$ cat config.mk
export PLATFORM = sky130hd
export DESIGN_NAME = tcw_cursor
export DESIGN_NICKNAME = d
export VERILOG_FILES = /design/src/design/tcw_pkg.sv /design/src/design/tcw_cursor.sv
export SDC_FILE = /design/constraint.sdc
export NUM_CORES = 1
export LEC_CHECK = 0
export BUFFER_PORTS_ARGS = -buffer_cell sky130_fd_sc_hd__buf_2
export CORE_MARGIN = 8
export CORE_UTILIZATION = 26
export DETAILED_ROUTE_END_ITERATION = 12
export PLACE_DENSITY_LB_ADDON = 0.1
export SETUP_SLACK_MARGIN = 0.05
export SLEW_MARGIN = 30
export SYNTH_ARGS = -nofsm -noshare
export SYNTH_HDL_FRONTEND = slang
export SYNTH_SLANG_ARGS = --single-unit
export TNS_END_PERCENT = 30
$ cat constraint.sdc
create_clock -name clk_i -period 10.4 [get_ports clk_i]
set_input_delay 2.6 -clock clk_i [delete_from_list [all_inputs] [get_ports clk_i]]
set_output_delay 2.6 -clock clk_i [all_outputs]
set_load 0.05 [all_outputs]
$ cat src/design/tcw_pkg.sv
// Shared types and constants of the text console writer.
// No dependencies; tcw_cursor, text_console_writer and tcw_checker refer to it by scoped names.
`default_nettype none

package tcw_pkg;

  // Default screen geometry.
  localparam int unsigned COLUMNS_DEF = 80;
  localparam int unsigned ROWS_DEF    = 25;

  // Field widths of a screen cell and of the configuration port.
  localparam int unsigned CELL_W    = 16;
  localparam int unsigned COLOR_W   = 4;
  localparam int unsigned CFG_IDX_W = 2;

  // Command codes.
  localparam logic [2:0] ACT_WRITE_CHAR   = 3'd0;
  localparam logic [2:0] ACT_CLEAR_SCREEN = 3'd1;
  localparam logic [2:0] ACT_SET_CURSOR   = 3'd2;
  localparam logic [2:0] ACT_SCROLL       = 3'd3;
  localparam logic [2:0] ACT_CLEAR_LINE   = 3'd4;
  localparam logic [2:0] ACT_READ_CELL    = 3'd5;

  // Configuration register indexes.
  localparam logic [CFG_IDX_W-1:0] CFG_TEXT_COLOR = 2'd0;
  localparam logic [CFG_IDX_W-1:0] CFG_BACK_COLOR = 2'd1;

  // Character codes with special handling.
  localparam logic [7:0] CHAR_TAB     = 8'd9;
  localparam logic [7:0] CHAR_NEWLINE = 8'd10;
  localparam logic [7:0] CHAR_SPACE   = 8'd32;

  // One command transaction.
  typedef struct packed {
    logic [2:0] action;
    logic [7:0] char_code;
    logic [7:0] column;
    logic [7:0] row;
    logic [7:0] amount;
  } tcw_cmd_t;

  // One result transaction.
  typedef struct packed {
    logic [6:0]  cursor_column;
    logic [4:0]  cursor_row;
    logic [10:0] cursor_offset;
    logic [7:0]  cell_char;
    logic [3:0]  cell_fg;
    logic [3:0]  cell_bg;
  } tcw_res_t;

  // Requests from the sequencer to the cursor unit.
  typedef struct packed {
    logic load;
    logic advance;
    logic newline;
    logic tab;
  } tcw_cur_ctrl_t;

endpackage

`default_nettype wire

$ cat src/design/tcw_cursor.sv
// Cursor unit: column, row and linear offset registers and their advance logic.
// Depends on tcw_pkg for the control struct.
`default_nettype none

module tcw_cursor #(
  parameter  int unsigned COLUMNS = tcw_pkg::COLUMNS_DEF,
  parameter  int unsigned ROWS    = tcw_pkg::ROWS_DEF,
  localparam int unsigned COL_W   = $clog2(COLUMNS),
  localparam int unsigned LINE_W  = $clog2(ROWS),
  localparam int unsigned ADDR_W  = $clog2(COLUMNS * ROWS)
) (
  input  wire logic                  clk_i,
  input  wire logic                  rst_ni,
  input  wire tcw_pkg::tcw_cur_ctrl_t ctrl_i,
  input  wire logic     [COL_W-1:0]  set_col_i,
  input  wire logic     [LINE_W-1:0] set_row_i,
  input  wire logic     [ADDR_W-1:0] set_off_i,
  output logic          [COL_W-1:0]  col_o,
  output logic          [LINE_W-1:0] line_o,
  output logic          [ADDR_W-1:0] off_o,
  output logic                       scroll_req_o
);

  localparam logic [ADDR_W-1:0] LAST_ROW_OFF = ADDR_W'((ROWS - 1) * COLUMNS);

  logic [COL_W-1:0]  col_q, col_d;
  logic [LINE_W-1:0] line_q, line_d;
  logic [ADDR_W-1:0] off_q, off_d;
  logic [COL_W:0]    step;
  logic [COL_W:0]    col_sum;
  logic              wrap;
  logic              bottom;

  // A tab moves two cells, anything else one.
  assign step    = ctrl_i.tab ? (COL_W + 1)'(2) : (COL_W + 1)'(1);
  assign col_sum = {1'b0, col_q} + step;
  assign wrap    = ctrl_i.newline || (32'(col_sum) >= COLUMNS);
  assign bottom  = (32'(line_q) == ROWS - 1);

  // Wrapping past the last row asks the sequencer for a one-line scroll.
  assign scroll_req_o = wrap && bottom;

  // Next cursor position.
  always_comb begin
    col_d  = col_q;
    line_d = line_q;
    off_d  = off_q;
    if (ctrl_i.load) begin
      col_d  = set_col_i;
      line_d = set_row_i;
      off_d  = set_off_i;
    end else if (ctrl_i.advance) begin
      if (wrap) begin
        col_d = '0;
        if (bottom) begin
          off_d = LAST_ROW_OFF;
        end else begin
          line_d = line_q + LINE_W'(1);
          off_d  = off_q - ADDR_W'(col_q) + ADDR_W'(COLUMNS);
        end
      end else begin
        col_d = col_sum[COL_W-1:0];
        off_d = off_q + ADDR_W'(step);
      end
    end
  end

  always_ff @(posedge clk_i or negedge rst_ni) begin
    if (!rst_ni) begin
      col_q  <= '0;
      line_q <= '0;
      off_q  <= '0;
    end else begin
      col_q  <= col_d;
      line_q <= line_d;
      off_q  <= off_d;
    end
  end

  assign col_o  = col_q;
  assign line_o = line_q;
  assign off_o  = off_q;

endmodule

`default_nettype wire

==> metrics.csv <==
stage,metric,value,unit
floorplan,die_area,12100,µm²
timing,rsz0062_at_grt,no,
logic_synthesis,synthCells,279,
logic_synthesis,synth_area,2290,µm²
logic_synthesis,synth_area_leaders,"dfrtp_1, ha_1, a21oi_1",
timing,post-route-min-period,7.63,ns
logic_synthesis,synth.most_common_cell,inv_1,
clocking,cts_tree,built,
timing,setup_violations,0,
clocking,clock_latency,0.28,ns
global_route,grt_max_degree,53,
final_layout,multiInputGateArea,1550,µm²
global_route,antenna_found_initial,0,
global_route,grt_first_pass_wirelength,11.6,mm
detailed_routing,dr.pass1.iters,4,
clocking,ctsResizeCount,0,
setup_path,path_max_fanout,19,
logic_synthesis,synth_top_area_share,25.1,%
floorplan,pin_count,53,
setup_path,endpoint,scroll_req_o,
detailed_routing,viasPerCell,5.04,
logic_synthesis,synth-edff-count,0,
timing,timing.final.max_slew_violations,0,
setup_path,reg2reg_slack,7.49,ns
clocking,postCtsHoldBufs,0,
setup_path,r2r_end,line_o[1],
final_layout,syn2layout_area_growth,16.6,%
detailed_routing,drcViolationCount,0,
setup_path,crit_type,in2out,
clocking,ctsRootBufferMaster,clkbuf_8,
timing,hold_violations,0,
floorplan,core_area,8640,µm²
power,peakVddDrop,0.0575,mV
logic_synthesis,avgSynthCellArea,8.22,µm²
detailed_routing,drtIter0Drc,119,
setup_path,startpoint_type,input pin,
power,power_leakage,0.00122,µW
placement,post-place-cells,426,
clocking,cts_made_buffers,3,
clocking,clk_pin_slew,0.10,ns
setup_path,critical_path.max_stage_delay,0.72,ns
floorplan,die-width,110,µm
global_route,grt_usage,12.1,%
setup_path,setup.worst_path.start,ctrl_i[0],
clocking,clock-sinks,23,
timing,clock_skew,0.00682,ns
global_route,grt_pass1_vias,2216,
logic_synthesis,synth_commonest_cells,"inv_1, nand2_1, a21oi_1, ha_1, dfrtp_1",
timing,max_slew_margin,43.0,%
final_layout,final_cell_area,2680,µm²
floorplan,die_h,110,µm
final_layout,antenna_cells,0,
run_status,status,"complete, no violations",
placement,finalWeightedCongestion,0.768,
flow_run,cap_violations,0,
logic_synthesis,synth_seq_cells,23,
timing,setup_tns,0,ns
final_layout,drive_gt1_share,20.2,%
setup_path,cpMaxStageDelayCell,o32ai_4,
setup_path,crit_arrival,5.03,ns
clocking,cts_buffer_depth,2,
detailed_routing,num_vias,2169,
setup_path,cp-end-kind,output port,
final_layout,layout.nets,379,
worst_hold_path,hold_path_class,reg2reg,
final_layout,ff_latch_area,576,µm²
setup_path,cp_cell_sequence,"buf_2, inv_1, ha_1, fa_1, and3_4, o31a_1, o32ai_4, nor2_1, buf_2",
setup_path,rr_worst_depth,8,
placement,post_dp_cell_area,2630,µm²
final_layout,fillCellCount,930,
setup_path,critical_path_buf_inv_count,3,
floorplan,row_count,34,
clocking,h-tree-depth,1,
timing,max_freq,0.131,GHz
setup_path,cp_num_cells,9,
setup_path,cp_data_required_time,7.80,ns
power,power_density,159,nW/µm²
logic_synthesis,yosysUniqueCellTypes,55,
placement,port-buffer-count,52,
setup_path,cpMostUsedCell,buf_2,
timing,worst-slew-pin-transition,0.854,ns
global_route,overflow,0,
final_layout,final_cells,430,
detailed_routing,wl_per_cell,16.6,µm
detailed_routing,wirelength,7.15,mm
logic_synthesis,syn-num-nets,335,
logic_synthesis,async_flop_share,100,%
logic_synthesis,yosysSeqAreaShare,25.1,%
floorplan,initial_core_util,26.6,%
logic_synthesis,yosysTopAreaCell,dfrtp_1,
logic_synthesis,yosys_warnings,0,
setup_path,timing.rr.start,col_o[0],
timing,fin_crit_sh,73.3,%
logic_synthesis,synth_ff_type,dfrtp_1,
clocking,cts_setup_buffers,0,
setup_path,cp_top_family,compound AO/OA/AOI/OAI gates,
placement,post-dp-hpwl,5.27,mm
detailed_routing,ant_nets,0,
==> registers in the layout (all words and copies together), names as in the netlist <==
register	count
col_o	7
line_o	5
off_o	11
==> how the worst min path moves through the flow <==
stage             start  endpoint  slack [ns]  depth (start not counted)
3_5_place_dp   col_o[2]  col_o[2]        0.61                          2
3_3_place_gp   col_o[2]  col_o[2]        0.61                          2
6_report       col_o[2]  col_o[2]        0.62                          2
5_1_grt        col_o[2]  col_o[2]        0.64                          2
2_1_floorplan  col_o[2]  col_o[2]        0.79                          2
4_1_cts        col_o[2]  col_o[2]        0.62                          2
==> per-stage QoR <==
step           total power [µW]  util, %  setup WS (ns)  hold slack, ns
2_1_floorplan               306        -           3.20           0.788
3_3_place_gp                366     30.4           2.81           0.612
3_5_place_dp                365     30.4           2.80           0.605
4_1_cts                     431     31.0           2.78           0.621
5_1_grt                     463     31.0           2.62           0.642
6_report                    425     31.0           2.77           0.619
==> area by class of cell <==
class,count,share of cell area (%)
Sequential cell,23,21.5
Clock buffer,3,1.54
Clock inverter,1,0.187
Tap cell,108,5.05
Timing Repair Buffer,52,9.73
Multi-Input combinational cell,215,58.0
Inverter,28,3.93
==> placed cells by master, fill, tap and decap left out, drive strengths merged, types with 4 or more instances in the layout <==
master,instances
a21oi,24
and3,5
buf,52
dfrtp,23
ha,24
inv,28
nand2,26
nand3,11
nand3b,4
nor2,19
nor2b,4
nor3,5
o211ai,5
o21ai,21
o31ai,4
xnor2,10
==> power by group <==
| part | leakage (µW) | switching [µW] | total [µW] | internal, µW |
|---|---|---|---|---|
| Clock | 0.0000255 | 36.6 | 63.5 | 27.0 |
| Combinational | 0.000919 | 150 | 236 | 85.5 |
| Sequential | 0.000278 | 23.5 | 126 | 102 |
| Total | 0.00122 | 211 | 425 | 215 |
==> metal layers <==
layer  global-route usage [%]  vias up  share of wire (%)
li1                         -     1089                  -
met1                     16.0     1032                 47
met2                     20.0       43                 48
met3                     2.23        5                4.5
met4                     2.60        0               0.78
met5                        0        -                  0
==> logic make-up after synthesis <==
kind of cell / after synthesis / share of synthesized area, %
compound gates: 82 / 24.6
simple gates: 91 / 21.5
flops: 23 / 25.1
fa+ha+maj: 27 / 15.7
xor+xnor: 13 / 4.96
buf+inv: 41 / 7.25
mux: 2 / 0.927
==> tightest hold or removal path: cells and delay by family, from the launching register on <==
kind             cells  cell delay (ns)
AO/OA/AOI/OAI        1             0.05
AND/OR/NAND/NOR      1             0.09
flip-flops           1             0.45
(Power assumes the default switching activity.)
